[src/rtl/nse_pkg.sv]
// Shared types and constants for the NMEA sentence extractor.
package nse_pkg;

	localparam int LEN_W     = 7;
	localparam int CNT_W     = 7;
	localparam int CFG_IDX_W = 2;

	localparam logic [CFG_IDX_W-1:0] CFG_RMC = 2'd0;
	localparam logic [CFG_IDX_W-1:0] CFG_GGA = 2'd1;

	localparam logic ACT_FEED = 1'b0;
	localparam logic ACT_READ = 1'b1;

	localparam logic KIND_RMC = 1'b0;
	localparam logic KIND_GGA = 1'b1;

	localparam logic [1:0] RK_SENTENCE = 2'd0;
	localparam logic [1:0] RK_SCAN     = 2'd1;
	localparam logic [1:0] RK_READ     = 2'd2;

	localparam logic [1:0] MASK_RMC  = 2'b01;
	localparam logic [1:0] MASK_GGA  = 2'b10;
	localparam logic [1:0] MASK_BOTH = 2'b11;

	localparam logic [7:0] CH_NUL    = 8'h00;
	localparam logic [7:0] CH_LF     = 8'h0A;
	localparam logic [7:0] CH_CR     = 8'h0D;
	localparam logic [7:0] CH_DOLLAR = 8'h24;
	localparam logic [7:0] CH_STAR   = 8'h2A;
	localparam logic [7:0] CH_COMMA  = 8'h2C;

	localparam logic [2:0]       HDR_LAST  = 3'd6;
	localparam logic [LEN_W-1:0] HDR_CHARS = 7'd7;
	localparam logic [CNT_W-1:0] HDR_COMMAS = 7'd1;

	localparam logic [CNT_W-1:0] RMC_COMMAS_RST = 7'd11;
	localparam logic [CNT_W-1:0] GGA_COMMAS_RST = 7'd14;

	typedef enum logic [1:0] {
		PH_SEARCH,
		PH_HEADER,
		PH_COPY,
		PH_DONE
	} phase_t;

	typedef struct packed {
		logic [1:0]       kind;
		logic             stype;
		logic             svalid;
		logic [LEN_W-1:0] slen;
		logic [1:0]       mask;
	} res_t;

	// "$GPRMC," / "$GPGGA,"
	function automatic logic [7:0] hdr_char(input logic gga, input logic [2:0] pos);
		logic [7:0] c;
		unique case (pos)
			3'd0: c = CH_DOLLAR;
			3'd1: c = 8'h47;
			3'd2: c = 8'h50;
			3'd3: c = gga ? 8'h47 : 8'h52;
			3'd4: c = gga ? 8'h47 : 8'h4D;
			3'd5: c = gga ? 8'h41 : 8'h43;
			default: c = CH_COMMA;
		endcase
		return c;
	endfunction

endpackage

[src/rtl/nse_ifs.sv]
// Handshake channel interfaces: configuration, input feed and results.
interface nse_cfg_if;
	logic                           valid;
	logic                           ready;
	logic [nse_pkg::CFG_IDX_W-1:0] index;
	logic [nse_pkg::CNT_W-1:0]     data;

	modport source(output valid, output index, output data, input ready);
	modport sink(input valid, input index, input data, output ready);
endinterface

interface nse_feed_if;
	logic                       valid;
	logic                       ready;
	logic                       action;
	logic [7:0]                 data_byte;
	logic                       end_of_buffer;
	logic                       read_kind;
	logic [nse_pkg::LEN_W-1:0] read_index;

	modport source(output valid, output action, output data_byte, output end_of_buffer,
		output read_kind, output read_index, input ready);
	modport sink(input valid, input action, input data_byte, input end_of_buffer,
		input read_kind, input read_index, output ready);
endinterface

interface nse_res_if;
	logic                       valid;
	logic                       ready;
	logic [1:0]                 result_kind;
	logic                       sentence_type;
	logic                       sentence_valid;
	logic [nse_pkg::LEN_W-1:0] sentence_length;
	logic [1:0]                 found_mask;
	logic [7:0]                 read_byte;
	logic                       last;

	modport source(output valid, output result_kind, output sentence_type,
		output sentence_valid, output sentence_length, output found_mask,
		output read_byte, output last, input ready);
	modport sink(input valid, input result_kind, input sentence_type,
		input sentence_valid, input sentence_length, input found_mask,
		input read_byte, input last, output ready);
endinterface

[src/rtl/nmea_sentence_extractor.sv]
// NMEA sentence extractor: $GPRMC / $GPGGA header match, copy into per-type stores, readback.
// Takes one transaction per cycle on feed while the sink keeps up. Every feed or read
// transaction is decoded in its accept cycle and its results are registered in one output
// register; a read also fetches its store byte from a synchronous memory on the same clock
// edge. The one case that costs throughput is an end-of-buffer byte that also finishes a
// sentence: its two results leave the output register in two transfers and feed is held
// off until the first of them has been taken. Each store keeps a length register that marks
// its first NUL, so reset needs no clearing pass over the memories and reads at or past
// that length return zero. Configuration writes are always taken.
module nmea_sentence_extractor #(
	parameter int SENTENCE_MAX = 80
) (
	input logic        clk,
	input logic        arst_n,
	nse_cfg_if.sink    cfg,
	nse_feed_if.sink   feed,
	nse_res_if.source  result
);

	localparam int LW = $clog2(SENTENCE_MAX + 1);
	localparam int CW = (LW > nse_pkg::LEN_W) ? LW : nse_pkg::LEN_W;
	localparam logic [LW-1:0] POS_MAX = LW'(SENTENCE_MAX);

	logic [nse_pkg::CNT_W-1:0] rmc_need_q, gga_need_q;

	nse_pkg::phase_t phase_q, phase_d;
	logic [2:0]      hpos_q, hpos_d;
	logic            rmc_m_q, rmc_m_d, gga_m_q, gga_m_d;
	logic [LW-1:0]   cpos_q, cpos_d, commas_q, commas_d;
	logic [1:0]      acc_q, acc_d;
	logic [LW-1:0]   rmc_len_q, rmc_len_d, gga_len_q, gga_len_d;

	logic [7:0] rmc_mem [SENTENCE_MAX+1];
	logic [7:0] gga_mem [SENTENCE_MAX+1];

	logic          feed_acc, feed_go, read_go;
	logic [7:0]    b;
	logic          rm_t, gm_t, start, fin, valid_fin;
	logic          we_rmc, we_gga;
	logic [LW-1:0] fin_len;
	logic [1:0]    acc_scan;
	logic [nse_pkg::CNT_W-1:0] need;

	nse_pkg::res_t r0, r1;
	logic [1:0]    nres;

	logic [CW-1:0] rd_idx_x;
	logic [LW-1:0] rd_addr, rd_len;

	logic          v_s1, two_s1, head_q;
	nse_pkg::res_t res0_s1, res1_s1, cur;
	logic          rd_hit_s1, rd_hdr_s1, rd_kind_s1;
	logic [7:0]    rd_hbyte_s1, rmc_rd_s1, gga_rd_s1;

	// configuration
	assign cfg.ready = 1'b1;

	always_ff @(posedge clk or negedge arst_n) begin
		if (!arst_n) begin
			rmc_need_q <= nse_pkg::RMC_COMMAS_RST;
			gga_need_q <= nse_pkg::GGA_COMMAS_RST;
		end else if (cfg.valid) begin
			unique case (cfg.index)
				nse_pkg::CFG_RMC: rmc_need_q <= cfg.data;
				nse_pkg::CFG_GGA: gga_need_q <= cfg.data;
				default: ;
			endcase
		end
	end

	// input handshake
	assign feed.ready = !v_s1 || (result.ready && (!two_s1 || head_q));
	assign feed_acc   = feed.valid && feed.ready;
	assign feed_go    = feed_acc && (feed.action == nse_pkg::ACT_FEED);
	assign read_go    = feed_acc && (feed.action == nse_pkg::ACT_READ);
	assign b          = feed.data_byte;
	assign need       = rmc_m_q ? rmc_need_q : gga_need_q;

	// next state
	always_comb begin
		phase_d   = phase_q;
		hpos_d    = hpos_q;
		rmc_m_d   = rmc_m_q;
		gga_m_d   = gga_m_q;
		cpos_d    = cpos_q;
		commas_d  = commas_q;
		acc_d     = acc_q;
		rmc_len_d = rmc_len_q;
		gga_len_d = gga_len_q;
		we_rmc    = 1'b0;
		we_gga    = 1'b0;
		start     = 1'b0;
		fin       = 1'b0;
		valid_fin = 1'b0;
		rm_t      = rmc_m_q && (b == nse_pkg::hdr_char(nse_pkg::KIND_RMC, hpos_q));
		gm_t      = gga_m_q && (b == nse_pkg::hdr_char(nse_pkg::KIND_GGA, hpos_q));
		if (feed_go) begin
			unique case (phase_q)
				nse_pkg::PH_SEARCH: start = (b == nse_pkg::CH_DOLLAR);
				nse_pkg::PH_HEADER: begin
					rmc_m_d = rm_t;
					gga_m_d = gm_t;
					if (!rm_t && !gm_t) begin
						phase_d = nse_pkg::PH_SEARCH;
						hpos_d  = 3'd0;
						start   = (b == nse_pkg::CH_DOLLAR);
					end else if (hpos_q == nse_pkg::HDR_LAST) begin
						phase_d  = nse_pkg::PH_COPY;
						cpos_d   = LW'(nse_pkg::HDR_CHARS);
						commas_d = LW'(nse_pkg::HDR_COMMAS);
						if (rm_t) begin
							rmc_len_d = LW'(nse_pkg::HDR_CHARS);
						end else begin
							gga_len_d = LW'(nse_pkg::HDR_CHARS);
						end
					end else begin
						hpos_d = hpos_q + 3'd1;
					end
				end
				nse_pkg::PH_COPY: begin
					if (b == nse_pkg::CH_NUL || b == nse_pkg::CH_STAR ||
					    b == nse_pkg::CH_CR || b == nse_pkg::CH_LF) begin
						fin = 1'b1;
					end else begin
						if (cpos_q < POS_MAX) begin
							we_rmc   = rmc_m_q;
							we_gga   = !rmc_m_q;
							cpos_d   = cpos_q + 1'b1;
							commas_d = commas_q + LW'(b == nse_pkg::CH_COMMA);
							if (rmc_m_q) begin
								rmc_len_d = cpos_d;
							end else begin
								gga_len_d = cpos_d;
							end
						end
						fin = (cpos_d == POS_MAX);
					end
				end
				nse_pkg::PH_DONE: ;
				default: ;
			endcase
			if (start) begin
				hpos_d  = 3'd1;
				rmc_m_d = !acc_q[0];
				gga_m_d = !acc_q[1];
				phase_d = (acc_q == nse_pkg::MASK_BOTH) ? nse_pkg::PH_SEARCH
				                                        : nse_pkg::PH_HEADER;
			end
			if (fin) begin
				valid_fin = (CW'(commas_d) == CW'(need));
				if (valid_fin) begin
					acc_d = acc_q | (rmc_m_q ? nse_pkg::MASK_RMC : nse_pkg::MASK_GGA);
				end
				phase_d = (acc_d == nse_pkg::MASK_BOTH) ? nse_pkg::PH_DONE
				                                        : nse_pkg::PH_SEARCH;
				hpos_d  = 3'd0;
			end
		end
		fin_len  = cpos_d;
		acc_scan = acc_d;
		if (feed_go && feed.end_of_buffer) begin
			phase_d  = nse_pkg::PH_SEARCH;
			hpos_d   = 3'd0;
			rmc_m_d  = 1'b0;
			gga_m_d  = 1'b0;
			cpos_d   = '0;
			commas_d = '0;
			acc_d    = 2'b00;
		end
	end

	// results of the accepted transaction
	always_comb begin
		r0   = '0;
		r1   = '0;
		nres = 2'd0;
		if (read_go) begin
			r0.kind = nse_pkg::RK_READ;
			nres    = 2'd1;
		end else if (feed_go) begin
			if (fin) begin
				r0.kind   = nse_pkg::RK_SENTENCE;
				r0.stype  = rmc_m_q ? nse_pkg::KIND_RMC : nse_pkg::KIND_GGA;
				r0.svalid = valid_fin;
				r0.slen   = nse_pkg::LEN_W'(CW'(fin_len));
				r0.mask   = acc_scan;
				nres      = 2'd1;
			end
			if (feed.end_of_buffer) begin
				if (fin) begin
					r1.kind = nse_pkg::RK_SCAN;
					r1.mask = acc_scan;
					nres    = 2'd2;
				end else begin
					r0.kind = nse_pkg::RK_SCAN;
					r0.mask = acc_scan;
					nres    = 2'd1;
				end
			end
		end
	end

	always_ff @(posedge clk or negedge arst_n) begin
		if (!arst_n) begin
			phase_q   <= nse_pkg::PH_SEARCH;
			hpos_q    <= 3'd0;
			rmc_m_q   <= 1'b0;
			gga_m_q   <= 1'b0;
			cpos_q    <= '0;
			commas_q  <= '0;
			acc_q     <= 2'b00;
			rmc_len_q <= '0;
			gga_len_q <= '0;
		end else begin
			phase_q   <= phase_d;
			hpos_q    <= hpos_d;
			rmc_m_q   <= rmc_m_d;
			gga_m_q   <= gga_m_d;
			cpos_q    <= cpos_d;
			commas_q  <= commas_d;
			acc_q     <= acc_d;
			rmc_len_q <= rmc_len_d;
			gga_len_q <= gga_len_d;
		end
	end

	// sentence stores; header bytes are not stored, they come from the constant table
	assign rd_idx_x = CW'(feed.read_index);
	assign rd_addr  = rd_idx_x[LW-1:0];
	assign rd_len   = feed.read_kind ? gga_len_q : rmc_len_q;

	always_ff @(posedge clk) begin
		if (we_rmc) begin
			rmc_mem[cpos_q] <= b;
		end
		if (read_go) begin
			rmc_rd_s1 <= rmc_mem[rd_addr];
		end
	end

	always_ff @(posedge clk) begin
		if (we_gga) begin
			gga_mem[cpos_q] <= b;
		end
		if (read_go) begin
			gga_rd_s1 <= gga_mem[rd_addr];
		end
	end

	// output register
	always_ff @(posedge clk or negedge arst_n) begin
		if (!arst_n) begin
			v_s1   <= 1'b0;
			two_s1 <= 1'b0;
			head_q <= 1'b0;
		end else if (feed_acc && nres != 2'd0) begin
			v_s1   <= 1'b1;
			two_s1 <= (nres == 2'd2);
			head_q <= 1'b0;
		end else if (result.valid && result.ready) begin
			if (two_s1 && !head_q) begin
				head_q <= 1'b1;
			end else begin
				v_s1   <= 1'b0;
				head_q <= 1'b0;
			end
		end
	end

	always_ff @(posedge clk) begin
		if (feed_acc && nres != 2'd0) begin
			res0_s1 <= r0;
			res1_s1 <= r1;
		end
		if (read_go) begin
			rd_hit_s1   <= rd_idx_x < CW'(rd_len);
			rd_hdr_s1   <= feed.read_index < nse_pkg::HDR_CHARS;
			rd_kind_s1  <= feed.read_kind;
			rd_hbyte_s1 <= nse_pkg::hdr_char(feed.read_kind, feed.read_index[2:0]);
		end
	end

	assign cur                    = head_q ? res1_s1 : res0_s1;
	assign result.valid           = v_s1;
	assign result.result_kind     = cur.kind;
	assign result.sentence_type   = cur.stype;
	assign result.sentence_valid  = cur.svalid;
	assign result.sentence_length = cur.slen;
	assign result.found_mask      = cur.mask;
	assign result.last            = !two_s1 || head_q;
	assign result.read_byte       = (cur.kind == nse_pkg::RK_READ && rd_hit_s1) ?
		(rd_hdr_s1 ? rd_hbyte_s1 : (rd_kind_s1 ? gga_rd_s1 : rmc_rd_s1)) : 8'h00;

	a_copy_one_type: assert property (@(posedge clk) disable iff (!arst_n)
		phase_q == nse_pkg::PH_COPY |-> (rmc_m_q ^ gga_m_q))
		else $error("copy phase without exactly one header match");

	a_copy_bound: assert property (@(posedge clk) disable iff (!arst_n)
		cpos_q <= POS_MAX && commas_q <= cpos_q)
		else $error("copy position or comma count out of range");

	a_both_done: assert property (@(posedge clk) disable iff (!arst_n)
		acc_q == nse_pkg::MASK_BOTH |-> phase_q == nse_pkg::PH_DONE)
		else $error("both types accepted but parser still active");

	a_len_hdr: assert property (@(posedge clk) disable iff (!arst_n)
		(rmc_len_q == '0 || CW'(rmc_len_q) >= CW'(nse_pkg::HDR_CHARS)) &&
		(gga_len_q == '0 || CW'(gga_len_q) >= CW'(nse_pkg::HDR_CHARS)))
		else $error("store length shorter than a header");

	a_second_slot: assert property (@(posedge clk) disable iff (!arst_n)
		head_q |-> (v_s1 && two_s1))
		else $error("second result selected without a pair pending");

endmodule

[src/flat_wrapper.sv]
// flat-port wrapper written by rule: the top's interface ports become plain ports
module nmea_sentence_extractor_flat 
#(
	parameter int SENTENCE_MAX = 80
)
  (clk, arst_n, cfg_valid, cfg_index, cfg_data, cfg_ready, feed_valid, feed_action, feed_data_byte, feed_end_of_buffer, feed_read_kind, feed_read_index, feed_ready, result_valid, result_result_kind, result_sentence_type, result_sentence_valid, result_sentence_length, result_found_mask, result_read_byte, result_last, result_ready);
  nse_cfg_if cfg_i ();
  nse_feed_if feed_i ();
  nse_res_if result_i ();
  input logic clk;
  input logic arst_n;
  input wire logic [$bits(cfg_i.valid)-1:0] cfg_valid;
  input wire logic [$bits(cfg_i.index)-1:0] cfg_index;
  input wire logic [$bits(cfg_i.data)-1:0] cfg_data;
  output wire logic [$bits(cfg_i.ready)-1:0] cfg_ready;
  input wire logic [$bits(feed_i.valid)-1:0] feed_valid;
  input wire logic [$bits(feed_i.action)-1:0] feed_action;
  input wire logic [$bits(feed_i.data_byte)-1:0] feed_data_byte;
  input wire logic [$bits(feed_i.end_of_buffer)-1:0] feed_end_of_buffer;
  input wire logic [$bits(feed_i.read_kind)-1:0] feed_read_kind;
  input wire logic [$bits(feed_i.read_index)-1:0] feed_read_index;
  output wire logic [$bits(feed_i.ready)-1:0] feed_ready;
  output wire logic [$bits(result_i.valid)-1:0] result_valid;
  output wire logic [$bits(result_i.result_kind)-1:0] result_result_kind;
  output wire logic [$bits(result_i.sentence_type)-1:0] result_sentence_type;
  output wire logic [$bits(result_i.sentence_valid)-1:0] result_sentence_valid;
  output wire logic [$bits(result_i.sentence_length)-1:0] result_sentence_length;
  output wire logic [$bits(result_i.found_mask)-1:0] result_found_mask;
  output wire logic [$bits(result_i.read_byte)-1:0] result_read_byte;
  output wire logic [$bits(result_i.last)-1:0] result_last;
  input wire logic [$bits(result_i.ready)-1:0] result_ready;
  assign cfg_i.valid = cfg_valid;
  assign cfg_i.index = cfg_index;
  assign cfg_i.data = cfg_data;
  assign cfg_ready = cfg_i.ready;
  assign feed_i.valid = feed_valid;
  assign feed_i.action = feed_action;
  assign feed_i.data_byte = feed_data_byte;
  assign feed_i.end_of_buffer = feed_end_of_buffer;
  assign feed_i.read_kind = feed_read_kind;
  assign feed_i.read_index = feed_read_index;
  assign feed_ready = feed_i.ready;
  assign result_valid = result_i.valid;
  assign result_result_kind = result_i.result_kind;
  assign result_sentence_type = result_i.sentence_type;
  assign result_sentence_valid = result_i.sentence_valid;
  assign result_sentence_length = result_i.sentence_length;
  assign result_found_mask = result_i.found_mask;
  assign result_read_byte = result_i.read_byte;
  assign result_last = result_i.last;
  assign result_i.ready = result_ready;
  nmea_sentence_extractor #(.SENTENCE_MAX(SENTENCE_MAX)) u_core (.clk(clk), .arst_n(arst_n), .cfg(cfg_i), .feed(feed_i), .result(result_i));
endmodule
[config.mk]
export PLATFORM = sky130hd
export DESIGN_NAME = nmea_sentence_extractor_flat
export DESIGN_NICKNAME = d
export VERILOG_FILES = /design/src/rtl/nse_pkg.sv /design/src/rtl/nse_ifs.sv /design/src/rtl/nmea_sentence_extractor.sv /design/src/flat_wrapper.sv
export SDC_FILE = /design/constraint.sdc
export NUM_CORES = 2
export LEC_CHECK = 0
export BUFFER_PORTS_ARGS = -buffer_cell sky130_fd_sc_hd__clkbuf_2
export CAP_MARGIN = 10
export CORE_MARGIN = 1
export CORE_UTILIZATION = 60
export DETAILED_ROUTE_END_ITERATION = 10
export HOLD_SLACK_MARGIN = 0.1
export PLACE_DENSITY = 0.78
export SKIP_LAST_GASP = 1
export SYNTH_ARGS = -nofsm -noshare
export SYNTH_HDL_FRONTEND = slang
export SYNTH_SLANG_ARGS = --single-unit
[constraint.sdc]
create_clock -name clk -period 5 [get_ports clk]
set_input_delay 0.25 -clock clk [delete_from_list [all_inputs] [get_ports clk]]
set_output_delay 0.25 -clock clk [all_outputs]
set_load 0.005 [all_outputs]
==> metrics.cfg <==
[synthesis]
seq_area_frac_synth_pct=74.1
ys_warn_count=0
ys_async_sr_fraction_pct=3.88
yosys.area.top_type=edfxtp_1
synth-seq-cells=1392
syn_inst=2734
synth_area_um2=56000
synth_cell_types=78
ys_top_cells_by_area=edfxtp_1 (72%), mux4_2 (16%), dfrtp_1 (2.1%)
synth_edf_count=1338
avgSynthCellArea_um2=20.5
yosysTopAreaCellShare_pct=71.7
synth_ff_type=edfxtp_1

[finish]
syn_to_final_growth_pct=13.2
seqCellArea_um2=41500
fillers=5324
fin_nets=3063
multi_input_area_um2=13800
drive_gt1_share_pct=29.4

[detailed_routing]
via_per_inst=6.70
wl_per_cell_um=31.1
drt-initial-drc-count=3898
firstDrtPassIters=5
ant_nets=0
vias=29192
drc=0
wirelength_um=135000

[floorplan]
core_um2=92100
pin_count=57
dieArea_um2=94600
start_util_pct=60.9
die_y_um=308
core.rowCount=111
die_w_um=308

[cts]
clockBufferDepth=3
clkLatencyLatePin_ns=0.74
numCtsBuffers=136
cts_resized=0
clkSlewWorstSetupHoldPaths_ns=0.06
clock_sinks=1392
htreeDepth=4
cts_tree=built
cts_root_buffer=clkbuf_16

[timing]
hold_ws_ns=0.126
drv_slew=0
period_needed_ns=4.09
slew_headroom_pct=23.3
rsz0062_at_grt=no
worst_slew_pin_slew_ns=1.15
hold_violations=0
final.setup.tns_ns=0
final.period_utilization_pct=81.7
final-setup-viol-count=0
fin_worst_skew_ns=0.0385
fmax_mhz=245

[worst_setup_path]
slowest_delay_ns=0.75
endpoint_kind=flop
crit_path_top_delay_cell=nor2_1
crit_path_max_fanout=15
path_class=flop to flop
crit_chain=nor2b_1 -> o21ai_1 -> and2_1 -> nand2b_1 -> or4_1 -> nor2_1 -> nand2_1 -> nor2_1
cpMostUsedCell=nor2_1
required_ns=5.35
startpoint_type=flop
cp.arrival_ns=4.43

[hold_path]
hp-class=input port to flop

[run]
max-cap-violations=0

[placement]
hpwl_um=80200
io_buffer_count=55
gp_congestion=0.900

[global_route]
grt_pass1_vias=29779
antenna_found_initial=6
grt-ovfl-total=0
grt_pass1_wl_um=199000
grt_max_degree=165
grtUsageTotal_pct=29.3

[pwr]
peakVddDrop_mv=0.284
leakagePower_nw=20.6
powerDensity_nw_per_um2=379

[run_status]
status=finished clean

-- report_power, final --
part           internal [mW]  switching, mW
Sequential              12.9         0.0483
Clock                   5.55           4.30
Combinational          0.524          0.763
-- per-layer routing --
| metal | GRT usage, % | vias to the layer above | routed length (um) |
|---|---|---|---|
| met5 | 0 | - | 0 |
| met4 | 10.5 | 0 | 4950 |
| met3 | 5.23 | 301 | 12600 |
| met2 | 49.0 | 1915 | 69000 |
| met1 | 39.3 | 15190 | 48800 |
| li1 | - | 11786 | - |
-- worst paths after layout --
check,startpoint,endpoint,slack (ns),cells after the start
setup / recovery,u_core.head_q,u_core.gga_mem[33][4],0.91,8
min in group asynchronous,arst_n,u_core.head_q,0.19,3
hold reg to reg,u_core.gga_need_q[6],u_core.gga_need_q[6],0.51,1
setup reg to reg,u_core.head_q,u_core.gga_mem[33][4],0.91,8
max in group asynchronous,arst_n,u_core.gga_len_q[0],4.33,3
hold / removal,cfg_valid,u_core.gga_need_q[6],0.13,3
-- worst max-delay path, delay by kind of cell, from the launching register on --
| family | cells | cell delay, ns |
|---|---|---|
| AO/OA/AOI/OAI | 1 | 0.33 |
| flip-flops | 1 | 0.66 |
| AND/OR/NAND/NOR | 7 | 2.69 |
-- Yosys cell counts (3+ instances only) --
master,n
a21o_1,3
nand2_1,73
edfxtp_1,1338
a22oi_1,3
or3_1,4
o22ai_1,9
mux2_2,48
a221o_1,4
nor2b_1,21
a311oi_1,3
nand3b_1,5
o21ai_0,25
a211oi_1,7
nand3_1,23
xnor2_1,15
a31oi_1,8
dfrtp_1,48
and3_1,9
clkbuf_1,87
a22o_1,6
buf_1,33
xor2_1,9
mux4_2,399
ha_1,19
o221ai_1,8
nand2b_1,16
o31ai_1,10
nor3b_1,4
o21a_1,5
nand4_1,5
and2_1,10
dfstp_2,6
nor2_1,250
nor3_1,14
inv_1,23
o21ai_1,3
a21oi_1,45
buf_2,28
mux2i_1,54
nor4_1,4
-- per-stage QoR --
step	cells	worst slack [ns]	total power, mW	util, %	instance area, um^2
after CTS	4357	1.01	24.1	68.9	63400
after global placement	4098	1.19	14.4	64.1	59000
after global routing	4357	0.712	24.6	68.9	63400
after detailed placement	4098	1.08	14.4	64.1	59000
after floorplan	2749	1.70	13.9	-	56100
final	4358	0.914	24.0	68.9	63400
-- registers in the layout (all words and copies together), names as in the netlist, 8 cells and up --
signal	cells
u_core.rmc_rd_s1	8
u_core.res0_s1	13
u_core.rmc_mem	648
u_core.gga_rd_s1	8
u_core.gga_mem	648
-- logic make-up after synthesis --
kind of cell / synth area share [%]
AOI/OAI and AO/OA: 2.05
xor gates and xnor gates: 0.375
adders and majority gates: 0.424
buffers and inverters: 1.29
DFF: 74.1
muxes: 18.0
other: 0.0134
and+or+nand+nor: 3.77
-- cell usage in the layout, fill, tap and decap left out, types with 15 or more instances in the layout --
cell type	count
edfxtp_1	1338
nand3_1	23
ha_1	19
dlygate4sd3_1	19
inv_1	23
a21oi_1	45
xnor2_1	15
nand2b_1	16
dfrtp_1	48
nor2_1	250
clkbuf_16	140
mux2i_1	54
nor2b_1	21
o21ai_0	25
mux4_2	399
buf_4	201
nand2_1	73
mux2_2	48
clkinv_1	33
clkinv_2	17
conb_1	17
clkbuf_2	43
clkbuf_1	23
-- cell type report --
class	count	share of cell area (%)
diodes	1	0.00394
clock buffers	163	5.66
clock inverters	77	1.03
inverters	25	0.148
multi-input cells	1180	21.8
flip-flops and latches	1392	65.5
well taps	1243	2.45
repair buffers	277	3.43
-- timing repair --
item                      CTS  global route
hold endpoints to repair  143             0
hold buffers               19             0
buffers inserted            0             0
(Power assumes the default switching activity.)
